$ cat config.mk
export PLATFORM = sky130hd
export DESIGN_NAME = dshot_command_scheduler
export DESIGN_NICKNAME = d
export VERILOG_FILES = /design/src/rtl/dshot_cs_pkg.sv /design/src/rtl/dshot_cs_front.sv /design/src/rtl/dshot_cs_back.sv /design/src/rtl/dshot_command_scheduler.sv
export SDC_FILE = /design/constraint.sdc
export NUM_CORES = 1
export LEC_CHECK = 0
export ABC_AREA = 0
export BUFFER_PORTS_ARGS = -buffer_cell sky130_fd_sc_hd__buf_2
export CELL_PAD_IN_SITES_DETAIL_PLACEMENT = 0
export CELL_PAD_IN_SITES_GLOBAL_PLACEMENT = 1
export CORE_UTILIZATION = 30
export DETAILED_ROUTE_END_ITERATION = 6
export PLACE_DENSITY_LB_ADDON = 0.15
export SLEW_MARGIN = 5
export SYNTH_ARGS = -nofsm -noshare
export SYNTH_HDL_FRONTEND = slang
export SYNTH_SLANG_ARGS = --single-unit
$ cat constraint.sdc
create_clock -name clk_i -period 3.4 [get_ports clk_i]
set_input_delay 0.34 -clock clk_i [delete_from_list [all_inputs] [get_ports clk_i]]
set_output_delay 0.34 -clock clk_i [all_outputs]
set_load 0.05 [all_outputs]
$ cat src/rtl/dshot_cs_pkg.sv
// ----------------------------------------------------------------------------
// dshot_cs_pkg
// Shared types and constants for the DShot command scheduler.
// ----------------------------------------------------------------------------
package dshot_cs_pkg;

  // Default number of entries in the beep queue
  localparam int unsigned QueueDepthDefault = 16;

  // Command codes as carried on the input tuser
  localparam logic [1:0] CMD_TICK     = 2'd0;
  localparam logic [1:0] CMD_THROTTLE = 2'd1;
  localparam logic [1:0] CMD_BEEP     = 2'd2;
  localparam logic [1:0] CMD_UNUSED   = 2'd3;

  // Field widths
  localparam int unsigned ValueW = 11;
  localparam int unsigned PauseW = 16;
  localparam int unsigned FrameW = 16;

  // Classified request kinds handed from the front to the back
  typedef enum logic [1:0] {
    KIND_TICK     = 2'd0,
    KIND_THROTTLE = 2'd1,
    KIND_BEEP     = 2'd2,
    KIND_NOP      = 2'd3
  } kind_e;

  // One classified request
  typedef struct packed {
    kind_e              kind;
    logic [ValueW-1:0]  value;
    logic [PauseW-1:0]  pause;
  } cmd_t;

  // One result item
  typedef struct packed {
    logic               entry_dropped;
    logic [FrameW-1:0]  line_word;
    logic [FrameW-1:0]  frame;
    logic               frame_sent;
  } result_t;

endpackage

$ cat src/rtl/dshot_cs_front.sv
// ----------------------------------------------------------------------------
// dshot_cs_front
// Accepts input requests, classifies the command code and holds them in a
// two-entry queue for the back end.
// ----------------------------------------------------------------------------
module dshot_cs_front import dshot_cs_pkg::*; (
  input  logic               clk_i,
  input  logic               rst_ni,
  // input request
  input  logic               in_valid_i,
  output logic               in_ready_o,
  input  logic [1:0]         in_command_i,
  input  logic [ValueW-1:0]  in_value_i,
  input  logic [PauseW-1:0]  in_pause_i,
  // classified request to back end
  output logic               cmd_valid_o,
  input  logic               cmd_ready_i,
  output cmd_t               cmd_o
);

  cmd_t       slot_q [2];
  logic       wr_ptr_q, wr_ptr_d;
  logic       rd_ptr_q, rd_ptr_d;
  logic [1:0] count_q, count_d;
  kind_e      kind;
  cmd_t       cmd_in;
  logic       push, pop;

  // Command decode
  always_comb begin
    unique case (in_command_i)
      CMD_TICK:     kind = KIND_TICK;
      CMD_THROTTLE: kind = KIND_THROTTLE;
      CMD_BEEP:     kind = KIND_BEEP;
      CMD_UNUSED:   kind = KIND_NOP;
      default:      kind = KIND_NOP;
    endcase
  end

  assign cmd_in = '{kind: kind, value: in_value_i, pause: in_pause_i};

  // Queue handshake
  assign in_ready_o  = (count_q != 2'd2);
  assign cmd_valid_o = (count_q != 2'd0);
  assign cmd_o       = slot_q[rd_ptr_q];
  assign push        = in_valid_i && in_ready_o;
  assign pop         = cmd_valid_o && cmd_ready_i;

  always_comb begin
    wr_ptr_d = push ? ~wr_ptr_q : wr_ptr_q;
    rd_ptr_d = pop  ? ~rd_ptr_q : rd_ptr_q;
    count_d  = count_q;
    if (push && !pop) begin
      count_d = count_q + 2'd1;
    end else if (pop && !push) begin
      count_d = count_q - 2'd1;
    end
  end

  always_ff @(posedge clk_i or negedge rst_ni) begin
    if (!rst_ni) begin
      wr_ptr_q <= 1'b0;
      rd_ptr_q <= 1'b0;
      count_q  <= 2'd0;
    end else begin
      wr_ptr_q <= wr_ptr_d;
      rd_ptr_q <= rd_ptr_d;
      count_q  <= count_d;
    end
  end

  // Queue payload
  always_ff @(posedge clk_i) begin
    if (push) begin
      slot_q[wr_ptr_q] <= cmd_in;
    end
  end

endmodule

$ cat src/rtl/dshot_cs_back.sv
// ----------------------------------------------------------------------------
// dshot_cs_back
// Carries out classified requests: standing throttle, pause countdown,
// beep queue in memory and frame build, with a registered result slot.
// ----------------------------------------------------------------------------
module dshot_cs_back import dshot_cs_pkg::*; #(
  parameter int unsigned QUEUE_DEPTH = QueueDepthDefault
) (
  input  logic     clk_i,
  input  logic     rst_ni,
  input  logic     invert_i,
  // classified request from front end
  input  logic     cmd_valid_i,
  output logic     cmd_ready_o,
  input  cmd_t     cmd_i,
  // result
  output logic     res_valid_o,
  input  logic     res_ready_i,
  output result_t  res_o
);

  localparam int unsigned PtrW  = (QUEUE_DEPTH > 1) ? $clog2(QUEUE_DEPTH) : 1;
  localparam int unsigned FillW = $clog2(QUEUE_DEPTH + 1);
  localparam logic [ValueW-1:0] TelemLimit = ValueW'(48);

  localparam logic ST_IDLE = 1'b0;
  localparam logic ST_READ = 1'b1;

  logic               state_q, state_d;
  logic [ValueW-1:0]  throttle_q, throttle_d;
  logic [PauseW-1:0]  pause_q, pause_d;
  logic [PtrW-1:0]    head_q, head_d;
  logic [PtrW-1:0]    tail_q, tail_d;
  logic [FillW-1:0]   fill_q, fill_d;
  logic               out_valid_q, out_valid_d;
  result_t            out_q;
  result_t            res_d;
  logic               res_we;
  logic               mem_we, mem_re;
  logic               out_free;

  logic [ValueW-1:0]  tone_mem  [QUEUE_DEPTH];
  logic [PauseW-1:0]  pause_mem [QUEUE_DEPTH];
  logic [ValueW-1:0]  rd_tone_q;
  logic [PauseW-1:0]  rd_pause_q;

  // value, telemetry bit, nibble-XOR checksum (complemented when inverted)
  function automatic result_t build_frame(logic [ValueW-1:0] val, logic telem,
                                          logic inv);
    logic [ValueW:0]   word;
    logic [3:0]        sum;
    result_t           r;
    word = {val, telem};
    sum  = word[3:0] ^ word[7:4] ^ word[11:8];
    if (inv) begin
      sum = ~sum;
    end
    r               = '0;
    r.frame_sent    = 1'b1;
    r.frame         = {word, sum};
    r.line_word     = inv ? ~{word, sum} : {word, sum};
    return r;
  endfunction

  function automatic logic [PtrW-1:0] ptr_inc(logic [PtrW-1:0] p);
    return (p == PtrW'(QUEUE_DEPTH - 1)) ? '0 : p + 1'b1;
  endfunction

  assign out_free    = !out_valid_q || res_ready_i;
  assign cmd_ready_o = (state_q == ST_IDLE) && out_free;
  assign res_valid_o = out_valid_q;
  assign res_o       = out_q;

  // Request sequencer
  always_comb begin
    state_d    = state_q;
    throttle_d = throttle_q;
    pause_d    = pause_q;
    head_d     = head_q;
    tail_d     = tail_q;
    fill_d     = fill_q;
    res_d      = '0;
    res_we     = 1'b0;
    mem_we     = 1'b0;
    mem_re     = 1'b0;
    unique case (state_q)
      ST_IDLE: begin
        if (cmd_valid_i && out_free) begin
          case (cmd_i.kind)
            KIND_TICK: begin
              if (pause_q != '0) begin
                pause_d = pause_q - 1'b1;
                res_we  = 1'b1;
              end else if (fill_q != '0) begin
                // oldest entry: fetch from memory, build next cycle
                mem_re  = 1'b1;
                state_d = ST_READ;
              end else begin
                res_d  = build_frame(throttle_q,
                                     (throttle_q != '0) && (throttle_q < TelemLimit),
                                     invert_i);
                res_we = 1'b1;
              end
            end
            KIND_THROTTLE: begin
              throttle_d = cmd_i.value;
              res_we     = 1'b1;
            end
            KIND_BEEP: begin
              if (fill_q == FillW'(QUEUE_DEPTH)) begin
                res_d.entry_dropped = 1'b1;
              end else begin
                mem_we = 1'b1;
                tail_d = ptr_inc(tail_q);
                fill_d = fill_q + 1'b1;
              end
              res_we = 1'b1;
            end
            default: begin
              res_we = 1'b1;
            end
          endcase
        end
      end
      ST_READ: begin
        res_d   = build_frame(rd_tone_q, 1'b1, invert_i);
        res_we  = 1'b1;
        head_d  = ptr_inc(head_q);
        fill_d  = fill_q - 1'b1;
        if (rd_pause_q != '0) begin
          pause_d = rd_pause_q;
        end
        state_d = ST_IDLE;
      end
      default: begin
        state_d = ST_IDLE;
      end
    endcase
  end

  // Result slot
  always_comb begin
    out_valid_d = out_valid_q;
    if (res_we) begin
      out_valid_d = 1'b1;
    end else if (res_ready_i) begin
      out_valid_d = 1'b0;
    end
  end

  always_ff @(posedge clk_i or negedge rst_ni) begin
    if (!rst_ni) begin
      state_q     <= ST_IDLE;
      throttle_q  <= '0;
      pause_q     <= '0;
      head_q      <= '0;
      tail_q      <= '0;
      fill_q      <= '0;
      out_valid_q <= 1'b0;
    end else begin
      state_q     <= state_d;
      throttle_q  <= throttle_d;
      pause_q     <= pause_d;
      head_q      <= head_d;
      tail_q      <= tail_d;
      fill_q      <= fill_d;
      out_valid_q <= out_valid_d;
    end
  end

  always_ff @(posedge clk_i) begin
    if (res_we) begin
      out_q <= res_d;
    end
  end

  // Beep queue memory, registered read
  always_ff @(posedge clk_i) begin
    if (mem_we) begin
      tone_mem[tail_q]  <= cmd_i.value;
      pause_mem[tail_q] <= cmd_i.pause;
    end
    if (mem_re) begin
      rd_tone_q  <= tone_mem[head_q];
      rd_pause_q <= pause_mem[head_q];
    end
  end

endmodule

$ cat src/rtl/dshot_command_scheduler.sv
// DShot frame scheduler for one motor channel. Requests enter on the s_axis
// stream (tuser = command: tick, set throttle, queue beep) and every request
// returns exactly one result on m_axis. A request passes a two-entry front
// queue and is then carried out by the back end; a tick that sends the oldest
// queued beep also passes the ST_READ state in the back end because the beep
// queue memory has a registered read port. Sustained rate is therefore one
// request per cycle provided m_axis_tready stays high, but the back end takes
// no new request while it is in ST_READ. invert_mode (APB address 0, bit 0)
// selects inverted DShot and is applied when a frame is built.
// ----------------------------------------------------------------------------
// dshot_command_scheduler
// Top level: APB register, front/back split and stream packing.
// ----------------------------------------------------------------------------
module dshot_command_scheduler import dshot_cs_pkg::*; #(
  parameter int unsigned QUEUE_DEPTH = QueueDepthDefault
) (
  input  logic         clk_i,
  input  logic         rst_ni,
  // APB configuration port
  input  logic         psel,
  input  logic         penable,
  input  logic         pwrite,
  input  logic [2:0]   paddr,
  input  logic [31:0]  pwdata,
  output logic [31:0]  prdata,
  output logic         pready,
  // request stream
  input  logic         s_axis_tvalid,
  output logic         s_axis_tready,
  input  logic [31:0]  s_axis_tdata,   // [10:0] value, [26:11] pause_ticks
  input  logic [1:0]   s_axis_tuser,   // [1:0] command
  // result stream
  output logic         m_axis_tvalid,
  input  logic         m_axis_tready,
  output logic [31:0]  m_axis_tdata,   // [15:0] frame, [31:16] line_word
  output logic [1:0]   m_axis_tuser    // [0] frame_sent, [1] entry_dropped
);

  localparam logic REG_INVERT = 1'b0;

  logic     invert_q;
  logic     cmd_valid, cmd_ready;
  cmd_t     cmd;
  result_t  res;

  // Configuration register
  assign pready = 1'b1;

  always_ff @(posedge clk_i or negedge rst_ni) begin
    if (!rst_ni) begin
      invert_q <= 1'b0;
    end else if (psel && penable && pwrite && pready && (paddr[2] == REG_INVERT)) begin
      invert_q <= pwdata[0];
    end
  end

  assign prdata = (paddr[2] == REG_INVERT) ? {31'd0, invert_q} : 32'd0;

  dshot_cs_front u_front (
    .clk_i        (clk_i),
    .rst_ni       (rst_ni),
    .in_valid_i   (s_axis_tvalid),
    .in_ready_o   (s_axis_tready),
    .in_command_i (s_axis_tuser),
    .in_value_i   (s_axis_tdata[ValueW-1:0]),
    .in_pause_i   (s_axis_tdata[ValueW+PauseW-1:ValueW]),
    .cmd_valid_o  (cmd_valid),
    .cmd_ready_i  (cmd_ready),
    .cmd_o        (cmd)
  );

  dshot_cs_back #(
    .QUEUE_DEPTH (QUEUE_DEPTH)
  ) u_back (
    .clk_i       (clk_i),
    .rst_ni      (rst_ni),
    .invert_i    (invert_q),
    .cmd_valid_i (cmd_valid),
    .cmd_ready_o (cmd_ready),
    .cmd_i       (cmd),
    .res_valid_o (m_axis_tvalid),
    .res_ready_i (m_axis_tready),
    .res_o       (res)
  );

  // Result packing
  assign m_axis_tdata = {res.line_word, res.frame};
  assign m_axis_tuser = {res.entry_dropped, res.frame_sent};

endmodule

# == Word level (Yosys, flattened, before mapping) ==
# Memories as Yosys holds them, arrays and structs flattened. A register that Yosys moved wholly into a read port is not among the register bits.
# Cells that the tools add are included.
# Widths: inputs -> output; s select.
# word_totals
reg_bits,81
mem_bits_rw,490
input_bits,76
output_inout_bits,69
wordCells,134
memories,3
# memory_table
name,depth,width,rd,rd_ports_with_merged_regs,wr,line_no,source
u_back.pause_mem,16,16,1,1,1,dshot_cs_back.sv:43,logic [PauseW-1:0] pause_mem [QUEUE_DEPTH];
u_back.tone_mem,16,11,1,1,1,dshot_cs_back.sv:42,logic [ValueW-1:0] tone_mem [QUEUE_DEPTH];
u_front.slot_q,2,29,1,0,1,dshot_cs_front.sv:21,cmd_t slot_q [2];
# classes
add_sub_neg,7
n_lt_le_gt_ge,1
n_eq_ne,15
muxes,53
n_bitwise,13
n_reduce_logical,27
# ops
op,n
$mux 16,6
$mux 34,2
$pmux 34 s2,1
$mux 33,2
$mux 4,10
$not 16->16,2
$pmux 16 s2,1
$reduce_bool 16->1,2
$mux 1,21
$sub 16x1->16 const B,1
$xor 4x4->4,4
$mux 5,3
$ne 2x2->1 const B,7
$lt 11x6->1 const B,1
$reduce_bool 11->1,1
$logic_and 1x1->1,10
$pmux 5 s2,1
$add 4x1->4 const B,2
$eq 4x4->1 const B,2
$not 4->4,2
$pmux 2 s4,1
$reduce_and 4->1,2
$eq 2x2->1 const B,3
$pmux 1 s2,3
other kinds (14),26

# == Depth between registers and ports, before layout ==
# depth
word_depth,18
mapped_depth,10
depth_no_buf,7

# == By module ==
# A second synthesis with hierarchy kept.
# unflattened
hier_cells,1173
area_unflattened_um2,23938.0
# modules_own_cells
module,n_inst,cells_per_inst,area_each_um2,seq_area_each_um2
dshot_cs_back,1,1025,21315.4,15855.2
dshot_cs_front,1,110,2321.0,1841.8
dshot_command_scheduler,1,38,301.5,25.0

# == Worst setup path after synthesis ==
# OpenSTA, ideal clock, no wires.
# synth_path
path_type,reg-to-reg
startpoint,"reg u_back.out_valid_q, in the netlist u_back.res_valid_o"
endpoint,mem u_back.pause_mem[5][0] (enable)
setup_ns,0.445
t_arrival_ns,3.272
required_ns,2.955
setup_slack_ns,-0.317
path_stages_with_launch,5
path_buffers,0
period_less_slack_ns,3.717
cell_sequence,dfrtp_1 > nor2b_1 > nor3_1 > nand3_1 > nor3_1
# synth_via
elab_chain_len,7
# synth_lines
item,line_no,source
"start, declared",dshot_cs_back.sv:35,"logic out_valid_q, out_valid_d;"
"start signal, assigned",dshot_cs_back.sv:167,out_valid_q <= out_valid_d;
$logic_not 1->1,dshot_cs_back.sv:69,assign out_free = !out_valid_q || res_ready_i;
$logic_or 1x1->1,dshot_cs_back.sv:69,
$logic_and 1x1->1,dshot_cs_back.sv:88,if (cmd_valid_i && out_free) begin
$mux 1,dshot_cs_back.sv:88,
$mux 1,dshot_cs_back.sv:86,unique case (state_q)
$mux 1,dshot_cs_back.sv:179,if (mem_we) begin
$mux 1 (not written as such),dshot_cs_back.sv:181,pause_mem[tail_q] <= cmd_i.pause;
"end, declared",dshot_cs_back.sv:43,
# Every way passes these cells.

# == Worst setup path after layout ==
# layout_path
startpoint,reg u_back.pause_q[0]
endpoint,"reg u_back.out_valid_q, in the netlist u_back.res_valid_o"
# layout_via
elab_chain_len,6
elab_cells_between_ends,7
cone_classes,mux: 5; reduce/logical: 2
# layout_lines
item,line_no,source
"start, declared",dshot_cs_back.sv:31,"logic [PauseW-1:0] pause_q, pause_d;"
"start signal, assigned",dshot_cs_back.sv:163,pause_q <= pause_d;
$reduce_bool 16->1,dshot_cs_back.sv:91,if (pause_q != '0) begin
$mux 1,dshot_cs_back.sv:91,
$mux 1,dshot_cs_back.sv:89,case (cmd_i.kind)
$mux 1,dshot_cs_back.sv:88,
$pmux 1 s2,dshot_cs_back.sv:86,
$mux 1,dshot_cs_back.sv:144,if (res_we) begin
via u_back.out_valid_d,dshot_cs_back.sv:35,
# The timed path passes the listed nets, and every way through them passes these cells.
# A chain may end at the register's enable or synchronous reset.

==> results.toml <==
[final_layout]
drive_gt1_share_pct = 31.56
nets = 1437
multiInputGateArea_um2 = 5685
area_growth_pct = 19.75
n_fill_cell = 7249
final_area_um2 = 28460
regArea_um2 = 17740
stdcell_count = 2449

[floorplanning]
ios = 145
num_rows = 102
die_x_um = 283.5
die_h_um = 283.5
core_um2 = 77980
dieArea_um2 = 80360
initial_core_util_pct = 30.48

[logic_synthesis]
synth_commonest_cells = "edfxtp_1, mux4_2, dfrtp_1"
avgSynthCellArea_um2 = 20.18
synth_area_leaders = "edfxtp_1, mux4_2, dfrtp_1, mux2_2, xnor2_1"
ys.warnings.count = 0
synth_seq_cells = 598
netlist_area_um2 = 23770
yosysMostFrequentCell = "edfxtp_1"
yosysSeqAreaShare_pct = 74.56
async_flop_share_pct = 7.860
synth-edff-count = 551
synth_flop_cell = "edfxtp_1"
ys_types = 61
synthCells = 1178
synth_top_cell_by_area = "edfxtp_1"
synth_top_area_share_pct = 69.61

[clock_network]
cts_resized = 0
numCtsBuffers = 71
cts_tree = "yes"
clock_latency_ps = 620
clkTransAtPathRegs_ps = 60
clock_sinks = 598
cts_max_level = 3
root_buffer = "clkbuf_16"
ctsLongestPathBuffers = 3

[timing]
period_needed_ps = 2947
max_freq_mhz = 339.4
max_slew_margin_pct = 37.12
finClkSkew_ps = 28.06
setup_tns_ps = 0
rsz0062_at_grt = "false"
worst_slack_ps = 453.3
period_share_pct = 86.67
drv_slew = 0
final-hold-violation-count = 0
finalSetupViolations = 0
worst_slew_pin_slew_ps = 943.2

[setup_path]
path_class = "register to register"
cpPeakStageDelay_ps = 590
crit_arrival_ps = 3430
worst_ep_required_time_ps = 3880
crit_path_start_kind = "register"
crit_chain = "inv_1, ha_1, or3b_1, or4_4, a2111o_1, a21o_1, buf_4, or2_1"
end_kind = "register"
cpMaxStageDelayCell = "or4_4"
crit_path_max_fanout = 35

[power]
powerDensity_nw_per_um2 = 735.3
p_total_w = 0.02093
p_leak_nw = 9.371
ir_drop_mv = 0.3174

[grt]
grt_pass1_wl_mm = 84.37
grtUsageTotal_pct = 14.38
grt_pass1_vias = 12280
grt_max_degree = 54
antenna_found_initial = 0
grt_overflow_total = 0

[route]
via_count = 11600
avgRoutedWirePerCell_um = 23.20
routed_via_density = 4.738
firstDrtPassIters = 5
detail-route-antenna-nets = 0
route.detailed.drc = 0
routed_wl_mm = 56.82
drt_iter0_markers = 858

[run]
drv_cap = 0

[min_path]
min_path_type = "input pin to register"

[placement]
dpl.hpwl_mm = 32.90
place_ws_ps = 440.5
dpl-instance-area_um2 = 25770
port_buffers = 74
place_inst = 2286
place.gp.congestion = 0.7246

[run_status]
status = "complete, no violations"
[report_power, final]
part | internal [W] | switching [W] | total, W
combinational | 0.000985 | 0.00246 | 0.00345
sequential | 0.00946 | 0.000374 | 0.00984
clock | 0.00460 | 0.00304 | 0.00764
total | 0.0151 | 0.00587 | 0.0209
[routing by layer]
layer / track usage [%] / up-vias / wire length (um)
met5: 0 / - / 0
met4: 3.919 / 0 / 1125
met3: 2.621 / 87 / 1843
met2: 23.55 / 217 / 27420
met1: 19.61 / 6204 / 26430
li1: - / 5096 / -
[critical path: cells and delay by family, from the launching register on]
kind	cells	cell delay, ps
and+or+nand+nor	3	1240
buffers and inverters	2	350
DFF	1	410
adders and majority gates	1	180
AOI/OAI and AO/OA	2	650
[cells by family after synthesis]
| logic type | after synthesis | share of synthesized area [%] |
|---|---|---|
| mux | 176 | 14.73 |
| flops | 598 | 74.56 |
| other cells | 2 | 0.03160 |
| compound gates | 101 | 3.011 |
| simple gates | 124 | 2.753 |
| xor+xnor | 54 | 1.990 |
| fa+ha+maj | 11 | 0.6107 |
| buf+inv | 112 | 2.311 |
[stage by stage]
| step | utilization, % | hold slack [ps] |
|---|---|---|
| 2_1_floorplan | - | 44.41 |
| 3_3_place_gp | 33.04 | 472.0 |
| 3_5_place_dp | 33.04 | 483.1 |
| 4_1_cts | 36.49 | 62.00 |
| 5_1_grt | 36.49 | 66.56 |
| 6_report | 36.50 | 105.0 |
[layout by cell type, fill, tap and decap left out, types with 16 or more instances in the layout]
master	synthesis	routed
inv_1	19	19
clkbuf_16	0	73
edfxtp_1	551	551
xnor2_1	39	39
buf_2	7	74
dlygate4sd3_1	0	31
o21ai_0	22	22
buf_4	32	43
nor2_1	22	16
nand2_1	33	33
conb_1	2	32
clkinv_2	0	18
mux2_2	40	40
mux4_2	135	135
dfrtp_1	47	42
[area by class of cell]
cell class | count | share of cell area, %
Antenna cell | 2 | 0.01758
Clock buffer | 83 | 6.621
Clock inverter | 47 | 1.736
Inverter | 19 | 0.2506
Multi-Input combinational cell | 498 | 19.98
Sequential cell | 598 | 62.32
Tap cell | 1040 | 4.572
Timing Repair Buffer | 162 | 4.510
[state kept, by name, indices dropped and copies added, names as in the netlist, 2 cells and up]
register	cells
u_back.pause_mem	256
u_back.tone_mem	176
u_front.slot_q	58
u_back.res_o	34
u_back.pause_q	16
u_back.rd_pause_q	16
u_back.rd_tone_q	11
u_back.throttle_q	11
u_back.fill_q	5
u_back.head_q	4
u_back.tail_q	4
u_front.count_q	2
[worst paths after layout]
| check | start | endpoint | slack, ps | depth (start not counted) |
|---|---|---|---|---|
| max | u_back.pause_q[0]$_DFFE_PN0P_ | u_back.res_valid_o$_DFFE_PN0P_ | 450 | 8 |
| max reg2reg | u_back.pause_q[0]$_DFFE_PN0P_ | u_back.res_valid_o$_DFFE_PN0P_ | 450 | 8 |
| max in group asynchronous | rst_ni | u_back.state_q$_DFF_PN0_ | 2250 | 3 |
| min | pwrite | invert_q$_DFFE_PN0P_ | 110 | 3 |
| min in group asynchronous | rst_ni | u_back.res_valid_o$_DFFE_PN0P_ | 360 | 2 |
| min reg2reg | u_front.count_q[1]$_DFFE_PN0P_ | u_front.count_q[1]$_DFFE_PN0P_ | 500 | 1 |
[what timing repair did]
item,4_1_cts,5_1_grt
endpoints found under the hold margin,88,0
setup buffers,0,0
hold buffers,31,0
Power figures use the tool's default switching activity.
